<file path="config.mk">
export PLATFORM = sky130hd
export DESIGN_NAME = radio_module_link_sequencer_unit_flat
export DESIGN_NICKNAME = d
export VERILOG_FILES = /design/src/rtl/core/rmls_pkg.sv /design/src/rtl/core/rmls_in_if.sv /design/src/rtl/core/rmls_out_if.sv /design/src/rtl/core/rmls_cfg_regs.sv /design/src/rtl/core/radio_module_link_sequencer_unit.sv /design/src/flat_wrapper.sv
export SDC_FILE = /design/constraint.sdc
export NUM_CORES = 1
export LEC_CHECK = 0
export BUFFER_PORTS_ARGS = -buffer_cell sky130_fd_sc_hd__buf_2
export CAP_MARGIN = 5
export CORE_ASPECT_RATIO = 1.1
export CORE_MARGIN = 4
export CORE_UTILIZATION = 25
export CTS_CLUSTER_DIAMETER = 40
export DETAILED_ROUTE_END_ITERATION = 8
export PLACE_DENSITY = 0.45
export RECOVER_POWER = 100
export SYNTH_ARGS = -nofsm -noshare
export SYNTH_HDL_FRONTEND = slang
export SYNTH_SLANG_ARGS = --single-unit
</file>
<file path="constraint.sdc">
create_clock -name clk -period 5.98 [get_ports clk]
set_input_delay 1.196 -clock clk [delete_from_list [all_inputs] [get_ports clk]]
set_output_delay 1.196 -clock clk [all_outputs]
set_load 0.005 [all_outputs]
</file>
<file path="src/rtl/core/rmls_pkg.sv">
`default_nettype none

package rmls_pkg;

  // elapsed tick counter width default
  localparam int TICK_COUNT_BITS_DEFAULT = 16;

  // configuration port
  localparam int CFG_DATA_W = 16;
  localparam int CFG_IDX_W  = 3;
  localparam int LEN_W      = 10;

  // register indexes
  localparam logic [CFG_IDX_W-1:0] REG_TX_START_LIMIT       = 3'd0;
  localparam logic [CFG_IDX_W-1:0] REG_TX_DONE_LIMIT        = 3'd1;
  localparam logic [CFG_IDX_W-1:0] REG_RESET_HOLD_TICKS     = 3'd2;
  localparam logic [CFG_IDX_W-1:0] REG_RESET_RECOVERY_TICKS = 3'd3;
  localparam logic [CFG_IDX_W-1:0] REG_MODE_SETTLE_TICKS    = 3'd4;
  localparam logic [CFG_IDX_W-1:0] REG_MAX_SEND_LENGTH      = 3'd5;

  // register reset values
  localparam logic [CFG_DATA_W-1:0] TX_START_LIMIT_RST       = 16'd1000;
  localparam logic [CFG_DATA_W-1:0] TX_DONE_LIMIT_RST        = 16'd3000;
  localparam logic [CFG_DATA_W-1:0] RESET_HOLD_TICKS_RST     = 16'd10;
  localparam logic [CFG_DATA_W-1:0] RESET_RECOVERY_TICKS_RST = 16'd1000;
  localparam logic [CFG_DATA_W-1:0] MODE_SETTLE_TICKS_RST    = 16'd600;
  localparam logic [LEN_W-1:0]      MAX_SEND_LENGTH_RST      = 10'd512;

  // input opcodes
  localparam logic [1:0] OP_TICK   = 2'd0;
  localparam logic [1:0] OP_SEND   = 2'd1;
  localparam logic [1:0] OP_CONFIG = 2'd2;

  // reply codes
  localparam logic [1:0] RPL_NONE    = 2'd0;
  localparam logic [1:0] RPL_ACCEPT  = 2'd1;
  localparam logic [1:0] RPL_BUSY    = 2'd2;
  localparam logic [1:0] RPL_BAD_LEN = 2'd3;

  // event codes
  localparam logic [1:0] EVT_NONE    = 2'd0;
  localparam logic [1:0] EVT_DONE    = 2'd1;
  localparam logic [1:0] EVT_TIMEOUT = 2'd2;

  // state classes
  localparam logic [1:0] CLS_IDLE     = 2'd0;
  localparam logic [1:0] CLS_TRANSMIT = 2'd1;
  localparam logic [1:0] CLS_CONFIG   = 2'd2;
  localparam logic [1:0] CLS_RESET    = 2'd3;

  typedef struct packed {
    logic [CFG_DATA_W-1:0] tx_start_limit;
    logic [CFG_DATA_W-1:0] tx_done_limit;
    logic [CFG_DATA_W-1:0] reset_hold_ticks;
    logic [CFG_DATA_W-1:0] reset_recovery_ticks;
    logic [CFG_DATA_W-1:0] mode_settle_ticks;
    logic [LEN_W-1:0]      max_send_length;
  } cfg_t;

endpackage

`default_nettype wire

</file>
<file path="src/rtl/core/rmls_in_if.sv">
`default_nettype none

interface rmls_in_if;
  logic       valid;
  logic       ready;
  logic [1:0] opcode;
  logic       busy_level;
  logic [rmls_pkg::LEN_W-1:0] send_length;

  modport source (output valid, output opcode, output busy_level, output send_length,
                  input ready);
  modport sink (input valid, input opcode, input busy_level, input send_length,
                output ready);
endinterface

`default_nettype wire

</file>
<file path="src/rtl/core/rmls_out_if.sv">
`default_nettype none

interface rmls_out_if;
  logic       valid;
  logic       ready;
  logic [1:0] reply;
  logic [1:0] event_res;
  logic       mode_pin;
  logic       reset_pin;
  logic       write_pulse;
  logic [1:0] state_class;
  logic       stuck_flag;

  modport source (output valid, output reply, output event_res, output mode_pin,
                  output reset_pin, output write_pulse, output state_class,
                  output stuck_flag, input ready);
  modport sink (input valid, input reply, input event_res, input mode_pin,
                input reset_pin, input write_pulse, input state_class,
                input stuck_flag, output ready);
endinterface

`default_nettype wire

</file>
<file path="src/rtl/core/rmls_cfg_regs.sv">
`default_nettype none

module rmls_cfg_regs (
  input  wire logic                              clk,
  input  wire logic                              rst,
  input  wire logic                              cfg_we,
  input  wire logic [rmls_pkg::CFG_IDX_W-1:0]    cfg_index,
  input  wire logic [rmls_pkg::CFG_DATA_W-1:0]   cfg_data,
  output rmls_pkg::cfg_t                         cfg
);

  always_ff @(posedge clk) begin
    if (rst) begin
      cfg.tx_start_limit       <= rmls_pkg::TX_START_LIMIT_RST;
      cfg.tx_done_limit        <= rmls_pkg::TX_DONE_LIMIT_RST;
      cfg.reset_hold_ticks     <= rmls_pkg::RESET_HOLD_TICKS_RST;
      cfg.reset_recovery_ticks <= rmls_pkg::RESET_RECOVERY_TICKS_RST;
      cfg.mode_settle_ticks    <= rmls_pkg::MODE_SETTLE_TICKS_RST;
      cfg.max_send_length      <= rmls_pkg::MAX_SEND_LENGTH_RST;
    end else if (cfg_we) begin
      unique case (cfg_index)
        rmls_pkg::REG_TX_START_LIMIT:       cfg.tx_start_limit       <= cfg_data;
        rmls_pkg::REG_TX_DONE_LIMIT:        cfg.tx_done_limit        <= cfg_data;
        rmls_pkg::REG_RESET_HOLD_TICKS:     cfg.reset_hold_ticks     <= cfg_data;
        rmls_pkg::REG_RESET_RECOVERY_TICKS: cfg.reset_recovery_ticks <= cfg_data;
        rmls_pkg::REG_MODE_SETTLE_TICKS:    cfg.mode_settle_ticks    <= cfg_data;
        rmls_pkg::REG_MAX_SEND_LENGTH:
          cfg.max_send_length <= cfg_data[rmls_pkg::LEN_W-1:0];
        default: ;  // indexes past the list are dropped
      endcase
    end
  end

endmodule

`default_nettype wire

</file>
<file path="src/rtl/core/radio_module_link_sequencer_unit.sv">
// Link sequencer for a radio module with busy, mode and active-low reset pins. Each input
// beat is a one-millisecond tick, a send request or a config request together with the
// sampled busy level, and each input beat yields exactly one result beat in the next cycle.
// The block takes a new beat every clock as long as the result register is empty or being
// drained in the same cycle: the phase, elapsed counter and pin levels are updated by one
// shallow level of logic (a saturating increment, a compare against a limit register and
// the phase decode) at the accepting edge, so throughput is one beat per cycle. After reset
// the sequencer starts with a reset pulse on the module (hold, release, recovery) and
// answers requests with rejected-busy until that ends. The user must write configuration
// registers through cfg_we/cfg_index/cfg_data only while idle; the block does not enforce it.
`default_nettype none

module radio_module_link_sequencer_unit #(
  parameter int TICK_COUNT_BITS = rmls_pkg::TICK_COUNT_BITS_DEFAULT
) (
  input  wire logic                            clk,
  input  wire logic                            rst,
  rmls_in_if.sink                              in_ch,
  rmls_out_if.source                           out_ch,
  input  wire logic                            cfg_we,
  input  wire logic [rmls_pkg::CFG_IDX_W-1:0]  cfg_index,
  input  wire logic [rmls_pkg::CFG_DATA_W-1:0] cfg_data
);

  // compare width covers both the counter and the 16-bit limits
  localparam int CmpW = (TICK_COUNT_BITS > rmls_pkg::CFG_DATA_W) ?
                        TICK_COUNT_BITS : rmls_pkg::CFG_DATA_W;

  typedef enum logic [3:0] {
    PH_IDLE        = 4'd0,
    PH_TX_RISE     = 4'd1,
    PH_TX_FALL     = 4'd2,
    PH_CFG_ENTER   = 4'd3,
    PH_CFG_STABLE  = 4'd4,
    PH_CFG_EXIT    = 4'd5,
    PH_CFG_RECOVER = 4'd6,
    PH_RST_HOLD    = 4'd7,
    PH_RST_RELEASE = 4'd8,
    PH_RST_READY   = 4'd9
  } phase_t;

  rmls_pkg::cfg_t cfg;

  // sequencer state
  phase_t                     phase, phase_next;
  logic [TICK_COUNT_BITS-1:0] ticks, ticks_next, elapsed;
  logic                       mode_level, mode_level_next;
  logic                       reset_level, reset_level_next;

  // result of the beat being accepted
  logic [1:0] reply_next, event_next, class_next;
  logic       write_next, stuck_next;

  // result register
  logic       out_valid;
  logic [1:0] reply, event_res, state_class;
  logic       mode_pin, reset_pin, write_pulse, stuck_flag;

  logic in_fire;

  rmls_cfg_regs u_cfg_regs (
    .clk       (clk),
    .rst       (rst),
    .cfg_we    (cfg_we),
    .cfg_index (cfg_index),
    .cfg_data  (cfg_data),
    .cfg       (cfg)
  );

  // accept whenever the result register is free or emptying this cycle
  assign in_ch.ready = !out_valid || out_ch.ready;
  assign in_fire     = in_ch.valid && in_ch.ready;

  function automatic logic [1:0] class_of(phase_t p);
    logic [1:0] c;
    if (p == PH_IDLE) begin
      c = rmls_pkg::CLS_IDLE;
    end else if (p >= PH_RST_HOLD) begin
      c = rmls_pkg::CLS_RESET;
    end else if (p >= PH_CFG_ENTER) begin
      c = rmls_pkg::CLS_CONFIG;
    end else begin
      c = rmls_pkg::CLS_TRANSMIT;
    end
    return c;
  endfunction

  function automatic logic over_limit(logic [TICK_COUNT_BITS-1:0] el,
                                      logic [rmls_pkg::CFG_DATA_W-1:0] lim);
    return CmpW'(el) > CmpW'(lim);
  endfunction

  // saturating elapsed count for this tick
  assign elapsed = (ticks == {TICK_COUNT_BITS{1'b1}}) ? ticks
                                                      : ticks + TICK_COUNT_BITS'(1);

  always_comb begin
    phase_next       = phase;
    ticks_next       = ticks;
    mode_level_next  = mode_level;
    reset_level_next = reset_level;
    reply_next       = rmls_pkg::RPL_NONE;
    event_next       = rmls_pkg::EVT_NONE;
    write_next       = 1'b0;
    stuck_next       = 1'b0;

    if (in_ch.opcode == rmls_pkg::OP_SEND || in_ch.opcode == rmls_pkg::OP_CONFIG) begin
      // requests do not advance time
      if (phase != PH_IDLE) begin
        reply_next = rmls_pkg::RPL_BUSY;
      end else if (in_ch.opcode == rmls_pkg::OP_SEND &&
                   (in_ch.send_length == '0 ||
                    in_ch.send_length > cfg.max_send_length)) begin
        reply_next = rmls_pkg::RPL_BAD_LEN;
      end else begin
        reply_next = rmls_pkg::RPL_ACCEPT;
        ticks_next = '0;
        if (in_ch.opcode == rmls_pkg::OP_SEND) begin
          write_next = 1'b1;
          phase_next = PH_TX_RISE;
        end else begin
          phase_next = PH_CFG_ENTER;
        end
      end
    end else if (in_ch.opcode == rmls_pkg::OP_TICK && phase != PH_IDLE) begin
      ticks_next = elapsed;
      unique case (phase)
        PH_TX_RISE: begin
          // wait for busy to rise
          if (in_ch.busy_level) begin
            phase_next = PH_TX_FALL;
            ticks_next = '0;
          end else if (over_limit(elapsed, cfg.tx_start_limit)) begin
            event_next = rmls_pkg::EVT_TIMEOUT;
            phase_next = PH_RST_HOLD;
            ticks_next = '0;
          end
        end
        PH_TX_FALL: begin
          // wait for busy to fall
          if (!in_ch.busy_level) begin
            event_next = rmls_pkg::EVT_DONE;
            phase_next = PH_IDLE;
            ticks_next = '0;
          end else if (over_limit(elapsed, cfg.tx_done_limit)) begin
            event_next = rmls_pkg::EVT_TIMEOUT;
            phase_next = PH_RST_HOLD;
            ticks_next = '0;
          end
        end
        PH_CFG_ENTER: begin
          mode_level_next = 1'b1;
          phase_next      = PH_CFG_STABLE;
          ticks_next      = '0;
        end
        PH_CFG_STABLE: begin
          if (over_limit(elapsed, cfg.mode_settle_ticks)) begin
            phase_next = PH_CFG_EXIT;
            ticks_next = '0;
          end
        end
        PH_CFG_EXIT: begin
          mode_level_next = 1'b0;
          phase_next      = PH_CFG_RECOVER;
          ticks_next      = '0;
        end
        PH_CFG_RECOVER: begin
          if (over_limit(elapsed, cfg.mode_settle_ticks) && !in_ch.busy_level) begin
            event_next = rmls_pkg::EVT_DONE;
            phase_next = PH_IDLE;
            ticks_next = '0;
          end
        end
        PH_RST_HOLD: begin
          // reset pin driven low for the hold time
          reset_level_next = 1'b0;
          if (over_limit(elapsed, cfg.reset_hold_ticks)) begin
            phase_next = PH_RST_RELEASE;
            ticks_next = '0;
          end
        end
        PH_RST_RELEASE: begin
          reset_level_next = 1'b1;
          phase_next       = PH_RST_READY;
          ticks_next       = '0;
        end
        PH_RST_READY: begin
          // after recovery, wait for idle; flag a module that stays busy
          if (over_limit(elapsed, cfg.reset_recovery_ticks)) begin
            if (!in_ch.busy_level) begin
              phase_next = PH_IDLE;
              ticks_next = '0;
            end else begin
              stuck_next = 1'b1;
            end
          end
        end
        default: begin
          phase_next = PH_IDLE;
          ticks_next = '0;
        end
      endcase
    end

    class_next = class_of(phase_next);
  end

  // state and result register
  always_ff @(posedge clk) begin
    if (rst) begin
      phase       <= PH_RST_HOLD;
      ticks       <= '0;
      mode_level  <= 1'b0;
      reset_level <= 1'b1;
      out_valid   <= 1'b0;
    end else begin
      if (in_fire) begin
        phase       <= phase_next;
        ticks       <= ticks_next;
        mode_level  <= mode_level_next;
        reset_level <= reset_level_next;
        out_valid   <= 1'b1;
      end else if (out_ch.ready) begin
        out_valid <= 1'b0;
      end
    end
  end

  // result payload, loaded on each accepted input beat
  always_ff @(posedge clk) begin
    if (in_fire) begin
      reply       <= reply_next;
      event_res   <= event_next;
      mode_pin    <= mode_level_next;
      reset_pin   <= reset_level_next;
      write_pulse <= write_next;
      state_class <= class_next;
      stuck_flag  <= stuck_next;
    end
  end

  assign out_ch.valid       = out_valid;
  assign out_ch.reply       = reply;
  assign out_ch.event_res   = event_res;
  assign out_ch.mode_pin    = mode_pin;
  assign out_ch.reset_pin   = reset_pin;
  assign out_ch.write_pulse = write_pulse;
  assign out_ch.state_class = state_class;
  assign out_ch.stuck_flag  = stuck_flag;

  // reset pin is only driven low in the hold phase and until the release tick
  a_reset_low_in_hold: assert property (@(posedge clk) disable iff (rst)
    !reset_level |-> (phase == PH_RST_HOLD || phase == PH_RST_RELEASE))
    else $error("reset pin low outside reset hold");

  // mode pin is only high while settling in config mode and until the exit tick
  a_mode_high_in_stable: assert property (@(posedge clk) disable iff (rst)
    mode_level |-> (phase == PH_CFG_STABLE || phase == PH_CFG_EXIT))
    else $error("mode pin high outside config settle");

  // every accepted beat yields a result beat on the next cycle
  a_accept_gives_result: assert property (@(posedge clk) disable iff (rst)
    in_fire |=> out_valid)
    else $error("accepted beat produced no result");

  // a write pulse comes only with an accepted send
  a_write_with_accept: assert property (@(posedge clk) disable iff (rst)
    out_valid && write_pulse |->
      reply == rmls_pkg::RPL_ACCEPT && state_class == rmls_pkg::CLS_TRANSMIT)
    else $error("write pulse without accepted send");

  // a transmit timeout always leads into the reset sequence, pin drops on the first hold tick
  a_timeout_to_reset: assert property (@(posedge clk) disable iff (rst)
    out_valid && event_res == rmls_pkg::EVT_TIMEOUT |->
      state_class == rmls_pkg::CLS_RESET && reset_pin)
    else $error("timeout did not start reset sequence");

endmodule

`default_nettype wire
</file>
<file path="src/flat_wrapper.sv">
// flat-port wrapper written by rule: the top's interface ports become plain ports
module radio_module_link_sequencer_unit_flat 
#(
  parameter int TICK_COUNT_BITS = rmls_pkg::TICK_COUNT_BITS_DEFAULT
)
  (clk, rst, cfg_we, cfg_index, cfg_data, in_ch_valid, in_ch_opcode, in_ch_busy_level, in_ch_send_length, in_ch_ready, out_ch_valid, out_ch_reply, out_ch_event_res, out_ch_mode_pin, out_ch_reset_pin, out_ch_write_pulse, out_ch_state_class, out_ch_stuck_flag, out_ch_ready);
  rmls_in_if in_ch_i ();
  rmls_out_if out_ch_i ();
  input  wire logic clk;
  input  wire logic rst;
  input  wire logic cfg_we;
  input  wire logic [rmls_pkg::CFG_IDX_W-1:0] cfg_index;
  input  wire logic [rmls_pkg::CFG_DATA_W-1:0] cfg_data;
  input wire logic [$bits(in_ch_i.valid)-1:0] in_ch_valid;
  input wire logic [$bits(in_ch_i.opcode)-1:0] in_ch_opcode;
  input wire logic [$bits(in_ch_i.busy_level)-1:0] in_ch_busy_level;
  input wire logic [$bits(in_ch_i.send_length)-1:0] in_ch_send_length;
  output wire logic [$bits(in_ch_i.ready)-1:0] in_ch_ready;
  output wire logic [$bits(out_ch_i.valid)-1:0] out_ch_valid;
  output wire logic [$bits(out_ch_i.reply)-1:0] out_ch_reply;
  output wire logic [$bits(out_ch_i.event_res)-1:0] out_ch_event_res;
  output wire logic [$bits(out_ch_i.mode_pin)-1:0] out_ch_mode_pin;
  output wire logic [$bits(out_ch_i.reset_pin)-1:0] out_ch_reset_pin;
  output wire logic [$bits(out_ch_i.write_pulse)-1:0] out_ch_write_pulse;
  output wire logic [$bits(out_ch_i.state_class)-1:0] out_ch_state_class;
  output wire logic [$bits(out_ch_i.stuck_flag)-1:0] out_ch_stuck_flag;
  input wire logic [$bits(out_ch_i.ready)-1:0] out_ch_ready;
  assign in_ch_i.valid = in_ch_valid;
  assign in_ch_i.opcode = in_ch_opcode;
  assign in_ch_i.busy_level = in_ch_busy_level;
  assign in_ch_i.send_length = in_ch_send_length;
  assign in_ch_ready = in_ch_i.ready;
  assign out_ch_valid = out_ch_i.valid;
  assign out_ch_reply = out_ch_i.reply;
  assign out_ch_event_res = out_ch_i.event_res;
  assign out_ch_mode_pin = out_ch_i.mode_pin;
  assign out_ch_reset_pin = out_ch_i.reset_pin;
  assign out_ch_write_pulse = out_ch_i.write_pulse;
  assign out_ch_state_class = out_ch_i.state_class;
  assign out_ch_stuck_flag = out_ch_i.stuck_flag;
  assign out_ch_i.ready = out_ch_ready;
  radio_module_link_sequencer_unit #(.TICK_COUNT_BITS(TICK_COUNT_BITS)) u_core (.clk(clk), .rst(rst), .in_ch(in_ch_i), .out_ch(out_ch_i), .cfg_we(cfg_we), .cfg_index(cfg_index), .cfg_data(cfg_data));
endmodule
</file>
==> impl_metrics.csv <==
group,metric,value,unit
worst_setup_path,critPathSlowestCell,"xnor2_1",
logic_synthesis,synth_edf_count,10,
routing,ant_nets,0,
worst_setup_path,reg2reg_depth,21,
hold_path,min_path_type,"reg2reg",
sta,fin_crit,5470,ps
floorplan,row_count,66,
worst_setup_path,r2r_start,"u_core.ticks[0]$_SDFFE_PP0P_",
power,power_density,250,nW/µm²
routing,wirelength,23800,µm
worst_setup_path,reg2reg_to,"u_core.ticks[10]$_SDFFE_PP0P_",
worst_setup_path,worstSetupPathType,"reg2reg",
clock_network,clk_latency,430,ps
power,max-vdd-ir-drop,162,µV
logic_synthesis,synthArstFlopShare,0,%
logic_synthesis,syn_area,7500,µm²
worst_setup_path,critPathTopFamily,"simple AND/OR/NAND/NOR gates",
sta,clock_skew,10.9,ps
place,portBuffers,48,
grt,grt_first_pass_wirelength,37500,µm
logic_synthesis,ys_seq_elements,123,
grt,antenna_found_initial,0,
worst_setup_path,critPathBufInv,2,
grt,grt_overflow,0,
sta,fin_setup_tns,0,ps
routing,detail_route.wl_per_cell,17.1,µm
floorplan,die_y,190,µm
sta,worst_slew_pin_slew,1880,ps
flow_run,drv_cap,2,
power,p_leak,3.53,nW
worst_setup_path,critPathArrivalTime,5750,ps
grt,grt_use_total,14.6,%
floorplan,pin_count,49,
logic_synthesis,synth_top_cells_by_area,"dfxtp_1, ha_1, nand2_1",
clock_network,cts_max_level,4,
routing,via_count,6799,
clock_network,clock_sinks,123,
routing,avgViaCountPerCell,4.88,
sta,slew_viol_final,33,
clock_network,cts_root_buffer,"clkbuf_16",
sta,rsz0062_at_grt,"false",
sta,fin_crit_sh,91.5,%
floorplan,core_area,29600,µm²
outcome,run_status,"complete, but fails checks",
layout,finalNetCount,1130,
sta,setup_slack,509,ps
clock_network,cts_max_path_buffers,2,
grt,first_global_vias,6534,
layout,drive_gt1_share,8.55,%
logic_synthesis,yosysWarningCount,0,
place,gp_congestion,0.841,
layout,syn2layout_area_growth,16.3,%
clock_network,post_cts_buffers,0,
grt,grt_max_degree,60,
worst_setup_path,critPathCapture,"u_core.ticks[10]$_SDFFE_PP0P_",
worst_setup_path,r2r_slack,510,ps
sta,finalHoldViolCount,0,
worst_setup_path,worst_ep_required_time,6260,ps
logic_synthesis,syn_area_per_cell,7.76,µm²
worst_setup_path,startpoint_type,"flop",
sta,relSlewSlack,-25.1,%
floorplan,die_area,32800,µm²
logic_synthesis,syn_inst,966,
worst_setup_path,startpoint,"u_core.ticks[0]$_SDFFE_PP0P_",
routing,drtIter0Drc,350,
clock_network,ctsHoldBuffers,0,
worst_setup_path,path_max_fanout,24,
clock_network,cts.clk_slew.worst_paths,60,ps
place,dp_slack,522,ps
worst_setup_path,endpoint_kind,"flop",
logic_synthesis,synth_ff_type,"dfxtp_1",
outcome,violations,"max-capacitance violations, max-slew violations",
layout,n_antenna_cell,0,
floorplan,die_x,173,µm
sta,finalSetupViolCount,0,
floorplan,initial_core_util,25.4,%
logic_synthesis,yosysSeqAreaShare,34.2,%
routing,drcViolationCount,0,
worst_setup_path,path_cells,"ha_1 > nand3_1 > nor4_1 > buf_4 > nor3_1 > and3_1 > and3_1 > and2_1 > nand3_1 > xnor2_1 > ha_1 > nand4_1 > or2_2 > o31ai_1 > o32ai_1 > or3_1 > a2bb2oi_2 > a311oi_4 > buf_4 > a41oi_1 > a31oi_1",
place,dp_hpwl,17500,µm
logic_synthesis,synth_nets,1091,
logic_synthesis,synth_top_area_share,30.2,%
clock_network,cts-resized-gates,0,
worst_setup_path,cpPeakStageDelay,540,ps
logic_synthesis,synth_largest_area_cell,"dfxtp_1",
clock_network,cts_tree,"built",
clock_network,cts_inserted_buffers,17,
sta,fmax,183,MHz
logic_synthesis,synth_cell_types,61,
routing,drt_pass1_iterations,5,
worst_setup_path,cp.depth,21,
## worst min path at each step
stage / cells after the start / startpoint / slack (ps) / endpoint
6_report: 2 / u_core.u_cfg_regs.cfg[75]$_SDFFE_PP0P_ / 450 / u_core.u_cfg_regs.cfg[75]$_SDFFE_PP0P_
5_1_grt: 2 / u_core.u_cfg_regs.cfg[3]$_SDFFE_PP0P_ / 470 / u_core.u_cfg_regs.cfg[3]$_SDFFE_PP0P_
4_1_cts: 2 / u_core.u_cfg_regs.cfg[18]$_SDFFE_PP0P_ / 450 / u_core.u_cfg_regs.cfg[18]$_SDFFE_PP0P_
3_5_place_dp: 2 / u_core.u_cfg_regs.cfg[18]$_SDFFE_PP0P_ / 450 / u_core.u_cfg_regs.cfg[18]$_SDFFE_PP0P_
3_3_place_gp: 2 / u_core.u_cfg_regs.cfg[49]$_SDFFE_PP0P_ / 440 / u_core.u_cfg_regs.cfg[49]$_SDFFE_PP0P_
2_1_floorplan: 2 / u_core.u_cfg_regs.cfg[11]$_SDFFE_PP0P_ / 440 / u_core.u_cfg_regs.cfg[11]$_SDFFE_PP0P_
## cell usage in the layout (no fill, tap or decap), drive strengths merged, types with 6 or more instances in the layout
cell type	n
inv	112
buf	45
nor3	16
nand2	204
ha	88
a211oi	11
and2	6
clkbuf	32
dfxtp	113
nand4	20
nand2b	10
nor2	37
and3	10
edfxtp	10
o211ai	32
nor4	9
xor2	6
xnor2	9
a31oi	17
a21oi	112
o21ai	26
nand3	32
## Yosys cell counts, types with 11 or more instances
cell type / n
nor3_1: 16
a31oi_1: 16
ha_1: 88
clkbuf_1: 36
o21ai_0: 25
nor2_1: 37
o211ai_1: 31
a211oi_1: 11
nand2_1: 204
dfxtp_1: 113
nand4_1: 19
inv_1: 104
a21oi_1: 111
nand3_1: 32
## worst register-to-register path, cell delays in order (launching register included)
cell and delay (ps):
dfxtp_1 340, ha_1 260, nand3_1 150, nor4_1 70, buf_4 160, nor3_1 390, and3_1 300, and3_1 250
and2_1 230, nand3_1 140, xnor2_1 540, ha_1 250, nand4_1 130, or2_2 340, o31ai_1 330, o32ai_1 150
or3_1 430, a2bb2oi_2 220, a311oi_4 110, buf_4 250, a41oi_1 240, a31oi_1 60
## report_power, final
group	switching (W)	internal [W]	leakage (nW)
Clock	0.000438	0.000692	0.311
Sequential	0.0000173	0.000855	1.01
Combinational	0.000120	0.0000602	2.20
## stage by stage
stage | cell area, µm² | instances | total power [W] | util (%) | hold WS, ps
4_1_cts | 8760 | 1392 | 0.00221 | 29.6 | 454
3_3_place_gp | 8130 | 1360 | 0.00107 | 27.5 | 442
6_report | 8720 | 1392 | 0.00218 | 29.5 | 454
3_5_place_dp | 8130 | 1360 | 0.00107 | 27.5 | 446
2_1_floorplan | 7500 | 966 | 0.00100 | - | 436
5_1_grt | 8720 | 1392 | 0.00227 | 29.5 | 469
## sequential cells by signal, summed over array words and instances, names as in the netlist, 2 cells and up
name / flops
u_core.out_ch.event_res: 2
u_core.out_ch.reply: 2
u_core.out_ch.state_class: 2
u_core.phase: 4
u_core.ticks: 16
u_core.u_cfg_regs.cfg: 90
## cell type report
class / instances / area (µm²)
Clock buffer: 18 / 450
Clock inverter: 14 / 180
Fill cell: 3226 / 20800
Inverter: 104 / 390
Multi-Input combinational cell: 700 / 4360
Sequential cell: 123 / 2560
Tap cell: 374 / 468
Timing Repair Buffer: 59 / 303
## kinds of logic after synthesis
| logic type | after synthesis | synth area share, % |
|---|---|---|
| adder cells (fa/ha/maj) | 88 | 14.7 |
| flip-flops | 123 | 34.2 |
| AO/OA/AOI/OAI | 236 | 19.8 |
| AND/OR/NAND/NOR | 359 | 21.7 |
| buffers and inverters | 143 | 7.38 |
| multiplexers | 1 | 0.134 |
| XOR/XNOR | 16 | 2.05 |
## routing by layer
| metal | track usage, % | part of all wire [%] |
|---|---|---|
| met5 | 0 | 0 |
| met4 | 4.02 | 1.9 |
| met3 | 2.62 | 3.2 |
| met2 | 24.1 | 46 |
| met1 | 19.7 | 49 |
(Power assumes the default switching activity.)
